**src/rtl/pfa_pkg.sv**
```systemverilog
// Shared types and constants of the partition fit allocator.
// Used by the cell row and the top level; depends on nothing else.
package pfa_pkg;

    // Widths fixed by the item format.
    localparam int TOTAL_W    = 24;
    localparam int REQ_W      = 2;
    localparam int BIDX_W     = 6;
    localparam int RSIZE_W    = 16;
    localparam int POLICY_W   = 2;
    localparam int COUNT_W    = 7;
    localparam int CFG_IDX_W  = 2;
    localparam int CFG_DATA_W = 7;
    // Wide enough to name a block of the largest table the design supports.
    localparam int CMD_IDX_W  = 8;

    localparam logic [TOTAL_W-1:0] TOTAL_MAX = {TOTAL_W{1'b1}};

    // Item kinds.
    localparam logic [REQ_W-1:0] REQ_LOAD  = 2'd0;
    localparam logic [REQ_W-1:0] REQ_ALLOC = 2'd1;
    localparam logic [REQ_W-1:0] REQ_CLEAR = 2'd2;

    // Fit policies; the unused code behaves as first fit.
    localparam logic [POLICY_W-1:0] FIT_FIRST = 2'd0;
    localparam logic [POLICY_W-1:0] FIT_BEST  = 2'd1;
    localparam logic [POLICY_W-1:0] FIT_WORST = 2'd2;

    // Configuration register indexes.
    localparam logic [CFG_IDX_W-1:0] CFG_POLICY = 2'd0;
    localparam logic [CFG_IDX_W-1:0] CFG_MODE   = 2'd1;
    localparam logic [CFG_IDX_W-1:0] CFG_COUNT  = 2'd2;

    // Commands broadcast from the controller to every cell.
    typedef struct packed {
        logic                 load;
        logic                 clear;
        logic                 commit;
        logic                 var_mode;
        logic [POLICY_W-1:0]  policy;
        logic [COUNT_W-1:0]   count;
        logic [BIDX_W-1:0]    load_idx;
        logic [CMD_IDX_W-1:0] commit_idx;
    } pfa_ctrl_t;

endpackage

```
**src/rtl/pfa_cell.sv**
```systemverilog
// One table cell: holds a block size and its used mark, and refines the
// passing search token. Depends on pfa_pkg.
module pfa_cell #(
    parameter int SIZE_WIDTH = 16,
    parameter int IDX_W      = 6,
    parameter int INDEX      = 0
) (
    input  logic                  aclk,
    input  logic                  aresetn,
    input  pfa_pkg::pfa_ctrl_t    ctrl,
    input  logic [SIZE_WIDTH-1:0] data,
    input  logic                  tok_found_i,
    input  logic [IDX_W-1:0]      tok_idx_i,
    input  logic [SIZE_WIDTH-1:0] tok_size_i,
    output logic                  tok_found_o,
    output logic [IDX_W-1:0]      tok_idx_o,
    output logic [SIZE_WIDTH-1:0] tok_size_o
);
    import pfa_pkg::*;

    logic [SIZE_WIDTH-1:0] size_reg;
    logic                  used_reg;
    logic                  found_reg;
    logic [IDX_W-1:0]      idx_reg;
    logic [SIZE_WIDTH-1:0] tsize_reg;
    logic                  fits;
    logic                  take;

    // A cell beyond the block count, or a used block in fixed mode, never fits.
    assign fits = (INDEX < int'(ctrl.count)) && !(!ctrl.var_mode && used_reg)
                  && (size_reg >= data);

    always_comb begin
        case (ctrl.policy)
            FIT_BEST:  take = fits && (!tok_found_i || size_reg < tok_size_i);
            FIT_WORST: take = fits && (!tok_found_i || size_reg > tok_size_i);
            default:   take = fits && !tok_found_i;
        endcase
    end

    always_ff @(posedge aclk) begin
        if (take) begin
            idx_reg   <= IDX_W'(INDEX);
            tsize_reg <= size_reg;
        end else begin
            idx_reg   <= tok_idx_i;
            tsize_reg <= tok_size_i;
        end
        found_reg <= tok_found_i || take;
        if (ctrl.load && int'(ctrl.load_idx) == INDEX) begin
            size_reg <= data;
        end else if (ctrl.commit && ctrl.var_mode && int'(ctrl.commit_idx) == INDEX) begin
            size_reg <= size_reg - data;
        end
    end

    always_ff @(posedge aclk) begin
        if (!aresetn) begin
            used_reg <= 1'b0;
        end else if (ctrl.clear || (ctrl.load && int'(ctrl.load_idx) == INDEX)) begin
            used_reg <= 1'b0;
        end else if (ctrl.commit && !ctrl.var_mode && int'(ctrl.commit_idx) == INDEX) begin
            used_reg <= 1'b1;
        end
    end

    assign tok_found_o = found_reg;
    assign tok_idx_o   = idx_reg;
    assign tok_size_o  = tsize_reg;

endmodule

```
**config.mk**
```make
export PLATFORM = sky130hd
export DESIGN_NAME = pfa_cell
export DESIGN_NICKNAME = d
export VERILOG_FILES = /design/src/rtl/pfa_pkg.sv /design/src/rtl/pfa_cell.sv
export SDC_FILE = /design/constraint.sdc
export NUM_CORES = 1
export LEC_CHECK = 0
export ABC_AREA = 1
export BUFFER_PORTS_ARGS = -buffer_cell sky130_fd_sc_hd__buf_2
export CAP_MARGIN = 5
export CORE_MARGIN = 3
export CORE_UTILIZATION = 39
export CTS_CLUSTER_DIAMETER = 150
export CTS_CLUSTER_SIZE = 12
export DETAILED_ROUTE_END_ITERATION = 10
export HOLD_SLACK_MARGIN = 0.02
export PLACE_DENSITY = 0.68
export SLEW_MARGIN = 20
export SYNTH_ARGS = -nofsm -noshare
export SYNTH_HDL_FRONTEND = slang
export SYNTH_SLANG_ARGS = --single-unit
```
**constraint.sdc**
```tcl
create_clock -name aclk -period 2.9 [get_ports aclk]
set_input_delay 0.58 -clock aclk [delete_from_list [all_inputs] [get_ports aclk]]
set_output_delay 0.58 -clock aclk [all_outputs]
set_load 0.005 [all_outputs]
```
# Word level (Yosys, flattened, before mapping)
# Index checks and enable logic that the tools add are counted.
# Widths: inputs -> output; s select.
# totals
register_bits	40
latchBits	0
mem_bits_rw	0
romBits	0
elab_cells	39
mem_count	0
# classes
addsub	1
mul	0
div_mod_pow	0
order_cmp	4
eq_ne	2
shift	0
muxes	4
bitwise_logic	1
reduce_logical	22
# op_table
cell	n
$mux 16	3
$ge 16x16->1	1
$gt 16x16->1	1
$lt 16x16->1	1
$sub 16x16->16	1
$logic_and 1x1->1	11
$logic_not 8->1	1
$lt 1x7->1 const A	1
$logic_not 6->1	1
$logic_or 1x1->1	4
$logic_not 1->1	3
$eq 2x1->1 const B	1
$eq 2x2->1 const B	1
$pmux 1 s2	1
$reduce_bool 2->1	1
$reduce_or 2->1	1
$not 1->1	1

# Logic depth before layout (Yosys ltp)
# Gate-level depths: netlist (run 1).
# depth
word_depth	8
ltp_mapped	18
depth_no_buf	17

# Worst setup path after synthesis (run 1)
# OpenSTA, ideal clock, no wires.
# synth_timing
path_type	input port to flip-flop
start	input data[0]
end	register size_reg[10] (data pin)
arrival_time_ns	2.014
setup_slack_ns	0.621
cell_stages	9
path_buffers	0
cell_sequence	ha_1 -> fa_1 -> o21ai_2 -> nand3_1 -> nand2_1 -> a21oi_1 -> or2_2 -> nand3_1 -> o21ai_0
# synth_between
elab_chain_len	3
# synth_rtl
element	line_no	source
start, declared	pfa_cell.sv:11	input logic [SIZE_WIDTH-1:0] data,
$sub 16x16->16	pfa_cell.sv:53	size_reg <= size_reg - data;
$mux 16	pfa_cell.sv:52	end else if (ctrl.commit && ctrl.var_mode && int'(ctrl.commit_idx) == INDEX) begin
$mux 16	pfa_cell.sv:50	if (ctrl.load && int'(ctrl.load_idx) == INDEX) begin
end signal, assigned	pfa_cell.sv:51	size_reg <= data;
end signal, assigned	pfa_cell.sv:53	
end, declared	pfa_cell.sv:21	logic [SIZE_WIDTH-1:0] size_reg;
# Every way passes these cells. The select of a mux whose other input is x is not followed.
# A chain may end at the register's enable or synchronous reset.

# Final worst setup path (run 1)
# layout_timing
start	register size_reg[0]
end	register size_reg[10] (data pin)
# layout_between
elab_chain_len	3
# layout_rtl
element	line_no
$sub 16x16->16	pfa_cell.sv:53
$mux 16	pfa_cell.sv:52
$mux 16	pfa_cell.sv:50
# Every way passes these cells. The select of a mux whose other input is x is not followed.

==> run summary, run 1 <==
crit path max-delay cell type: fa_1
Worst Hold Class: in2reg
max-cap violation count: 0
reg2reg setup slack: 0.64 ns
Die H: 91.4 µm
Starting Density: 0.410
worst slack, placed: 0.360 ns
f_max: 0.443 GHz
Final period util: 0.778
Multi-input gate area: 0.00162 mm²
crit-path most repeated cell: nand3_1
FF+latch area: 961 µm²
GRT Util Overall: 0.157
Max IR drop VDD: 0.000214 V
CP Class: reg2reg
FF-to-FF path depth: 10
post-layout power: 1.36 mW
power density cells: 391 mW/mm²
Routed Antenna Nets: 0
min-delay src: ctrl[25]
Slew @ Worst Pin: 0.753 ns
final cell count without fillers: 559
final worst setup slack: 0.643 ns
relative slew slack: 0.497
Worst Skew: 0.0134 ns
Lkg Pwr: 1.84 nW
clk buf depth: 2
Post-synth top cells: 85 x nand2_1, 53 x inv_1, 33 x ha_1
Mapped Area: 0.00285 mm²
clock slew seen by the registers of the worst setup and hold paths: 0.10 ns
Fill cells: 714
WP data arrival: 2.29 ns
post-cts sizing count: 0
Synth top area share: 0.169
total grt overflow: 0
Iteration-0 DRC Markers: 87
Std-Cell Rows: 30
CTS Root Cell: clkbuf_8
DRT Pass-1 Iters: 4
port bufs: 90
CP cell instances: inv_1 -> ha_1 -> fa_1 -> o21ai_2 -> nand3_1 -> nand2_1 -> a21oi_1 -> or2_2 -> nand3_1 -> o21ai_0
sequential element share of the synthesized area: 0.338
most frequent cell after synthesis: nand2_1
Avg Inst Size Synth: 7.65 µm²
HPWL Detailed: 5370 µm
Via density: 4.82
YS warnings: 0
Final min period: 2.26 ns
Post-Route WL: 6740 µm
worst reg2reg path endpoint: size_reg[10]
WHS Endpoint: used_reg
Ant. Diodes: 0
Final Hold Viols: 0
Post-Place Cells: 551
nets: 564
Synth Flop Type: dfxtp_1
total number of vias: 2,696
P&R area growth vs syn: 22.2%
flops & latches, synth: 40
top cell type by total area after synthesis: dfxtp_1
asr flop ratio synth: 0
initial antenna violation count: 0
Synth area leaders: dfxtp_1 17%, edfxtp_1 17%, ha_1 15%, nand2_1 11%, inv_1 7.0%
die area: 0.00836 mm²
Final GP Congestion: 0.913
Synth cell types: 40
vias in the first global route: 2,501
clock sinks: 40
Critical Path RT: 2.94 ns
area post-placement: 0.00337 mm²
reg2reg start: size_reg[0]
crit start category: register
max incr delay on CP: 0.42 ns
routed length per placed instance: 12.1 µm
proportion of layout cells with a drive suffix above 1: 0.263
hold slack: 0.421 ns
CTS tree: yes
htree depth: 2
Setup violations, final: 0
TritonCTS Buffers: 5
largest net degree at the start of global routing: 25
fin util: 0.501
Crit Path Max Fanout: 4
num ports: 91
number of flops mapped to enable cells by yosys: 16
design area: 0.00348 mm²
chip width: 91.4 µm
Pins Over Slew Limit: 0
Worst-Skew Late Latency: 0.31 ns
Post-CTS Setup Bufs: 0
core area: 0.00694 mm²
Residual DRC: 0
hold path depth: 2
Setup crit end kind: register
post-route setup TNS: 0 ns
first-pass GRT wire length: 10,800 µm
Synthesized Nets: 474
status: finished clean
Cells after Synth: 372
cts hold-fix bufs: 0
unrepaired setup endpoints after global routing: false
==> final cells by class <==
class	instances	area share
flip-flops and latches	40	0.276
clock buffers	6	0.0270
well taps	96	0.0345
repair buffers	91	0.132
multi-input cells	269	0.465
clock inverters	2	0.00468
inverters	55	0.0608
==> critical path: cells and delay by family, from the launching register on <==
kind | cells | cell delay [ns]
AOI/OAI and AO/OA | 3 | 0.40
DFF | 1 | 0.36
buffers and inverters | 1 | 0.07
and+or+nand+nor | 4 | 0.52
adders and majority gates | 2 | 0.63
==> report_power, final <==
group | internal (mW) | switching, mW
clock | 0.225 | 0.223
combinational | 0.129 | 0.159
sequential | 0.618 | 0.00716
total | 0.972 | 0.389
==> metal layers <==
layer | track usage | wire length (µm)
met1 | 0.187 | 3060
met2 | 0.278 | 3110
met3 | 0.0414 | 508
met4 | 0.0389 | 65
met5 | 0 | 0
==> worst max path at each step <==
stage	to	startpoint	cells after the start
floorplan	size_reg[10]	data[0]	9
global placement	size_reg[10]	data[0]	10
detailed placement	size_reg[10]	data[0]	10
CTS	size_reg[10]	size_reg[0]	10
global route	tok_size_o[0]	size_reg[0]	13
finish	size_reg[10]	size_reg[0]	10
==> cell usage in the layout (no fill, tap or decap), types with 3 or more instances in the layout <==
| cell type | Yosys | final |
|---|---|---|
| edfxtp_1 | 16 | 16 |
| dfxtp_1 | 24 | 24 |
| nand3_1 | 32 | 32 |
| o21ai_0 | 23 | 23 |
| or2_2 | 4 | 4 |
| a21boi_1 | 4 | 4 |
| o21ai_1 | 3 | 3 |
| o21bai_1 | 4 | 4 |
| buf_2 | 3 | 90 |
| nand2_1 | 85 | 85 |
| clkbuf_8 | 0 | 5 |
| nand4_1 | 3 | 3 |
| inv_1 | 53 | 53 |
| nor4_1 | 5 | 5 |
| a21o_1 | 3 | 3 |
| nand2_2 | 11 | 11 |
| nor2_1 | 11 | 11 |
| ha_1 | 33 | 33 |
| a21oi_1 | 25 | 25 |
==> cell families (layout without fill, tap and decap cells) <==
| family | Yosys count | in the layout | share of synthesized area |
|---|---|---|---|
| xor gates and xnor gates | 3 | 3 | 0.00923 |
| buffers and inverters | 63 | 154 | 0.0941 |
| AOI/OAI and AO/OA | 69 | 69 | 0.137 |
| adders and majority gates | 34 | 34 | 0.152 |
| and+or+nand+nor | 163 | 163 | 0.270 |
| DFF | 40 | 40 | 0.338 |
No activity file was read; power rests on OpenSTA's default activity.
==> run 2, diff against run 1 <==
- PLACE_DENSITY: 0.68 -> 0.7
- clock period: 2.9 -> 1.9 ns (I/O delays scaled with it)
==> run summary, run 2 (synthesis results as in run 1) <==
total grt overflow: 0 (unchanged)
power density cells: 513 mW/mm² (+31%)
max-cap violation count: 0 (unchanged)
HPWL Detailed: 5820 µm (+8.4%)
Pins Over Slew Limit: 0 (unchanged)
Final Hold Viols: 0 (unchanged)
DRT Pass-1 Iters: 4 (unchanged)
Worst-Skew Late Latency: 0.30 ns (about the same)
met1 global-route usage: 0.204 (+0.0173)
port bufs: 90 (unchanged)
Final period util: 1.10 (+0.325)
Starting Density: 0.410 (unchanged)
grt met2 use: 0.330 (+0.0517)
Setup violations, final: 29 (+29)
nets: 631 (+12%)
first-pass GRT wire length: 12,500 µm (+16%)
fin util: 0.658 (+0.157)
commonest non-fill, non-tap cells in the layout: 90 x buf_2, 72 x nand2_1, 50 x buf_4, 47 x inv_1, 24 x dfxtp_1
hold slack: 0.221 ns (-0.200 ns)
Residual DRC: 0 (unchanged)
Lkg Pwr: 2.24 nW (+22%)
Die H: 91.4 µm (unchanged)
FF+latch area: 961 µm² (unchanged)
status: finished with violations
final cell count without fillers: 626 (+12%)
final worst setup slack: -0.197 ns (-0.840 ns)
routed length per placed instance: 14.1 µm (+17%)
Crit Path Max Fanout: 5 (+1)
vias in the first global route: 2,956 (+18%)
core area: 0.00694 mm² (unchanged)
Final GP Congestion: 0.900 (-1.5%)
Routed Antenna Nets: 0 (unchanged)
clock slew seen by the registers of the worst setup and hold paths: 0.09 ns (about the same)
Worst Skew: 0.00921 ns (-0.00418 ns)
Most Crowded Layer GR: met2
GRT Util Overall: 0.183 (+0.0262)
Multi-input gate area: 0.00212 mm² (+31%)
Slew @ Worst Pin: 0.385 ns (-0.368 ns)
Std-Cell Rows: 30 (unchanged)
WP data arrival: 2.29 ns (about the same)
Iteration-0 DRC Markers: 97 (+11%)
Post-Route WL: 8860 µm (+31%)
unrepaired setup endpoints after global routing: true
area post-placement: 0.00378 mm² (+12%)
Final min period: 2.10 ns (-0.160 ns)
proportion of layout cells with a drive suffix above 1: 0.504 (+0.240)
Post-Place Cells: 596 (+8.2%)
crit start category: register
design area: 0.00457 mm² (+31%)
commonest non-fill, non-tap cell in the layout: buf_2
num ports: 91 (unchanged)
hold path depth: 2 (unchanged)
CP Class: reg2reg
Worst Hold Class: in2reg
htree depth: 2 (unchanged)
P&R area growth vs syn: 60.6%
clock sinks: 40 (unchanged)
relative slew slack: 0.743 (+0.246)
initial antenna violation count: 0 (unchanged)
f_max: 0.477 GHz (+7.7%)
Critical Path RT: 2.09 ns (-0.85 ns)
cts hold-fix bufs: 0 (unchanged)
worst slack, placed: -0.268 ns (-0.628 ns)
CTS Root Cell: clkbuf_8
TritonCTS Buffers: 5 (unchanged)
met3 Use GR: 0.0481 (+0.00663)
chip width: 91.4 µm (unchanged)
largest net degree at the start of global routing: 17 (-32%)
failing checks: setup timing
Setup crit end kind: register
Fill cells: 540 (-24%)
Ant. Diodes: 0 (unchanged)
clk buf depth: 2 (unchanged)
CTS tree: yes
FF-to-FF path depth: 11 (+1)
die area: 0.00836 mm² (unchanged)
Max IR drop VDD: 0.000278 V (+30%)
total number of vias: 3,102 (+15%)
Via density: 4.96 (+2.7%)
run 2: changes by cell type in the layout (fill, tap and decap cells not counted), moves of 11 or more:
cell     previous run  this run
nand3_2             1        19
ha_4                0        16
nand2_1            85        72
buf_4               1        50
nand2_2            11        22
nand3_1            32        13
ha_1               33        15
run 2: layout make-up:
| class | instances | area share |
|---|---|---|
| timing repair inverter | 1 | 0.00137 |
| timing repair buffer | 155 | 0.228 |
| inverter | 55 | 0.0468 |
| clock inverter | 2 | 0.00328 |
| sequential | 40 | 0.210 |
| multi-input combinational | 271 | 0.463 |
| tap | 96 | 0.0263 |
| clock buffer | 6 | 0.0205 |
run 2: what timing repair did:
action | 4_1_cts | 5_1_grt
setup buffers | 6 | 12
gates cloned | 2 | 2
pin swaps | 7 | 33
setup endpoints to repair | 34 | 34
gates resized for setup | 32 | 69
run 2: report_power, final:
group	internal [mW]	switching (mW)
Clock	0.345	0.350
Sequential	0.943	0.0108
Combinational	0.347	0.350
Total	1.63	0.710
run 2: critical path: stages, from the launching register on:
cell and delay [ns]:
edfxtp_1 0.49, ha_1 0.37, nand2_4 0.07, nor2_4 0.11
nand4_1 0.13, o21ai_1 0.19, nand2_2 0.09, nand3_4 0.16
nand2_8 0.10, clkbuf_16 0.17, nand3_2 0.06, nand2_1 0.07
run 2: path summary, 6_finish.rpt:
kind                    end   startpoint  slack (ns)
max reg2reg  tok_size_o[14]  size_reg[6]       -0.20
max          tok_size_o[14]  size_reg[6]       -0.20
min                used_reg     ctrl[25]        0.22
min reg2reg        used_reg     used_reg        0.55
run 2: per-layer routing:
| metal | vias to the layer above | part of all wire |
|---|---|---|
| met5 | - | 0 |
| met4 | 0 | 0.025 |
| met3 | 21 | 0.070 |
| met2 | 118 | 0.51 |
| met1 | 1406 | 0.40 |
| li1 | 1557 | - |
run 2: through the flow:
stage / setup TNS [ns] / total power, mW
global route: -6.41 / 2.47
CTS: -1.81 / 2.24
detailed placement: -6.67 / 1.50
floorplan: -0.203 / 1.26
finish: -3.33 / 2.34
global placement: -5.80 / 1.49
==> run 3, diff against run 2 <==
- ABC_CLOCK_PERIOD_IN_PS: default -> 1900
- CORE_MARGIN: 3 -> 10
- TNS_END_PERCENT: default -> 50
==> run summary, run 3 (synthesis results as in run 1) <==
post-layout power: 2.18 mW (-6.9%)
Final GP Congestion: 0.897 (-0.34%)
crit-path most repeated cell: nand2_1
status: finished with violations
Slew @ Worst Pin: 0.450 ns (+0.0645 ns)
Worst Hold Class: in2reg
Ant. Diodes: 0 (unchanged)
Crit Path Max Fanout: 7 (+2)
commonest non-fill, non-tap cell in the layout: buf_2
power density cells: 501 mW/mm² (-2.4%)
Clock Power Share: 0.270 (-0.026)
final cell count without fillers: 620 (-0.96%)
Residual DRC: 0 (unchanged)
switching share of power: 0.306 (+0.00291)
crit path max-delay cell type: edfxtp_1
sw power: 0.667 mW (-6.0%)
sequential share of power: 0.437 (+0.030)
worst slack, placed: -0.257 ns (+0.0113 ns)
CP Class: reg2reg
failing checks: setup timing
chip width: 105 µm (+15%)
clock sinks: 40 (unchanged)
total grt overflow: 0 (unchanged)
crit start category: register
Post-Route WL: 8840 µm (-0.18%)
Pins Over Slew Limit: 0 (unchanged)
relative slew slack: 0.699 (-0.0441)
CTS Root Cell: clkbuf_8
Setup violations, final: 29 (unchanged)
core area: 0.00718 mm² (+3.3%)
f_max: 0.489 GHz (+2.6%)
total number of vias: 3,037 (-2.1%)
die area: 0.0111 mm² (+33%)
CP cell instances: buf_4 -> ha_4 -> nand2_2 -> a21oi_1 -> nor2_1 -> nand2_1 -> nand2_1 -> nand2_1 -> nand2_1 -> nand3_2 -> nand2_8 -> buf_12 -> nand3_2 -> nand2_1
cts hold-fix bufs: 0 (unchanged)
TritonCTS Buffers: 5 (unchanged)
Lkg Pwr: 2.17 nW (-3.2%)
Die H: 105 µm (+15%)
Final Hold Viols: 0 (unchanged)
clock slew seen by the registers of the worst setup and hold paths: 0.09 ns (about the same)
max-cap violation count: 0 (unchanged)
Final period util: 1.08 (-0.0275)
Setup crit end kind: register
largest net degree at the start of global routing: 19 (+2)
Fill cells: 573 (+6.1%)
Via density: 4.90 (-1.1%)
GRT Util Overall: 0.156 (-0.0267)
initial antenna violation count: 0 (unchanged)
P&R area growth vs syn: 53.2%
Routed Antenna Nets: 0 (unchanged)
proportion of layout cells with a drive suffix above 1: 0.466 (-0.0374)
DRT Pass-1 Iters: 4 (unchanged)
unrepaired setup endpoints after global routing: true
WP data arrival: 2.24 ns (-0.05 ns)
routed length per placed instance: 14.3 µm (+0.79%)
Worst Skew: 0.00355 ns (-0.00566 ns)
Worst-Skew Late Latency: 0.29 ns (about the same)
Post-Place Cells: 596 (unchanged)
final worst setup slack: -0.145 ns (+0.0522 ns)
fin util: 0.608 (-0.0504)
Pint: 1.52 mW (-7.3%)
clk buf depth: 2 (unchanged)
vias in the first global route: 3,303 (+12%)
Final min period: 2.04 ns (-0.0522 ns)
port bufs: 90 (unchanged)
Starting Density: 0.397 (-0.0132)
htree depth: 2 (unchanged)
Critical Path RT: 2.10 ns (about the same)
first-pass GRT wire length: 14,900 µm (+19%)
CTS tree: yes
Std-Cell Rows: 31 (+3.3%)
num ports: 91 (unchanged)
HPWL Detailed: 6460 µm (+11%)
Iteration-0 DRC Markers: 121 (+25%)
combinational power share: 0.294 (-0.003)
max incr delay on CP: 0.44 ns (-0.05 ns)
commonest non-fill, non-tap cells in the layout: 90 x buf_2, 77 x nand2_1, 50 x inv_1, 47 x buf_4, 24 x dfxtp_1
post-route setup TNS: -3.21 ns (+0.118 ns)
Max IR drop VDD: 0.000301 V (+8.3%)
nets: 622 (-1.4%)
==> run 3: cell count changes in the layout (fill, tap and decap cells not counted), moves of 3 or more <==
cell     before  now
nand2_1      72   77
inv_2         7    4
nand2_2      22   18
ha_4         16   13
nor2_4        3    0
buf_4        50   47
buf_6        10    7
inv_1        47   50
ha_1         15   19
a21oi_2      10    7
==> run 3: per-stage QoR <==
| stage | hold WS [ns] | instance area (µm²) |
|---|---|---|
| global route | 0.234 | 4360 |
| finish | 0.236 | 4360 |
| global placement | 0.532 | 3740 |
| CTS | 0.229 | 4190 |
| detailed placement | 0.541 | 3740 |
| floorplan | 0.458 | 2880 |
==> run 3: metal layers <==
metal / global-route usage / vias up / wire [µm]
li1: - / 1540 / -
met1: 0.177 / 1363 / 3690
met2: 0.277 / 116 / 4240
met3: 0.0505 / 18 / 752
met4: 0.0402 / 0 / 154
met5: 0 / - / 0
==> run 3: what timing repair did <==
action,4_1_cts,5_1_grt
pin swaps,34,28
resized for setup,59,25
buffers inserted,6,8
endpoints found under the setup margin,34,34
gates cloned,2,0
==> run 3: final cells by class <==
cell class | instances | area, µm² | share of cell area
clock inverters | 3 | 18.8 | 0.00430
well taps | 99 | 124 | 0.0284
flip-flops and latches | 40 | 961 | 0.220
repair buffers | 147 | 937 | 0.215
multi-input cells | 270 | 2030 | 0.465
inverters | 55 | 219 | 0.0502
clock buffers | 5 | 68.8 | 0.0158
repair inverters | 1 | 6.26 | 0.00143
==> run 3: worst paths after layout <==
| path | start | endpoint | slack, ns | cells past startpoint |
|---|---|---|---|---|
| max reg2reg | size_reg[7] | tok_size_o[12] | -0.14 | 14 |
| max | size_reg[7] | tok_size_o[12] | -0.14 | 14 |
| min | ctrl[25] | used_reg | 0.24 | 2 |
| min reg2reg | used_reg | used_reg | 0.55 | 2 |
==> run 3: worst max-delay path, delay by kind of cell, from the launching register on <==
kind | cells | cell delay (ns)
adders and majority gates | 1 | 0.27
and+or+nand+nor | 10 | 0.74
AOI/OAI and AO/OA | 1 | 0.15
DFF | 1 | 0.44
buffers and inverters | 2 | 0.36
==> run 3: power by group through the flow <==
stage / clock network (mW) / logic [mW] / registers (mW)
3_3_place_gp: 0 / 0.513 / 0.972
3_5_place_dp: 0 / 0.525 / 0.974
5_1_grt: 0.637 / 0.713 / 0.958
4_1_cts: 0.600 / 0.606 / 0.954
6_report: 0.589 / 0.641 / 0.954
2_1_floorplan: 0 / 0.276 / 0.982
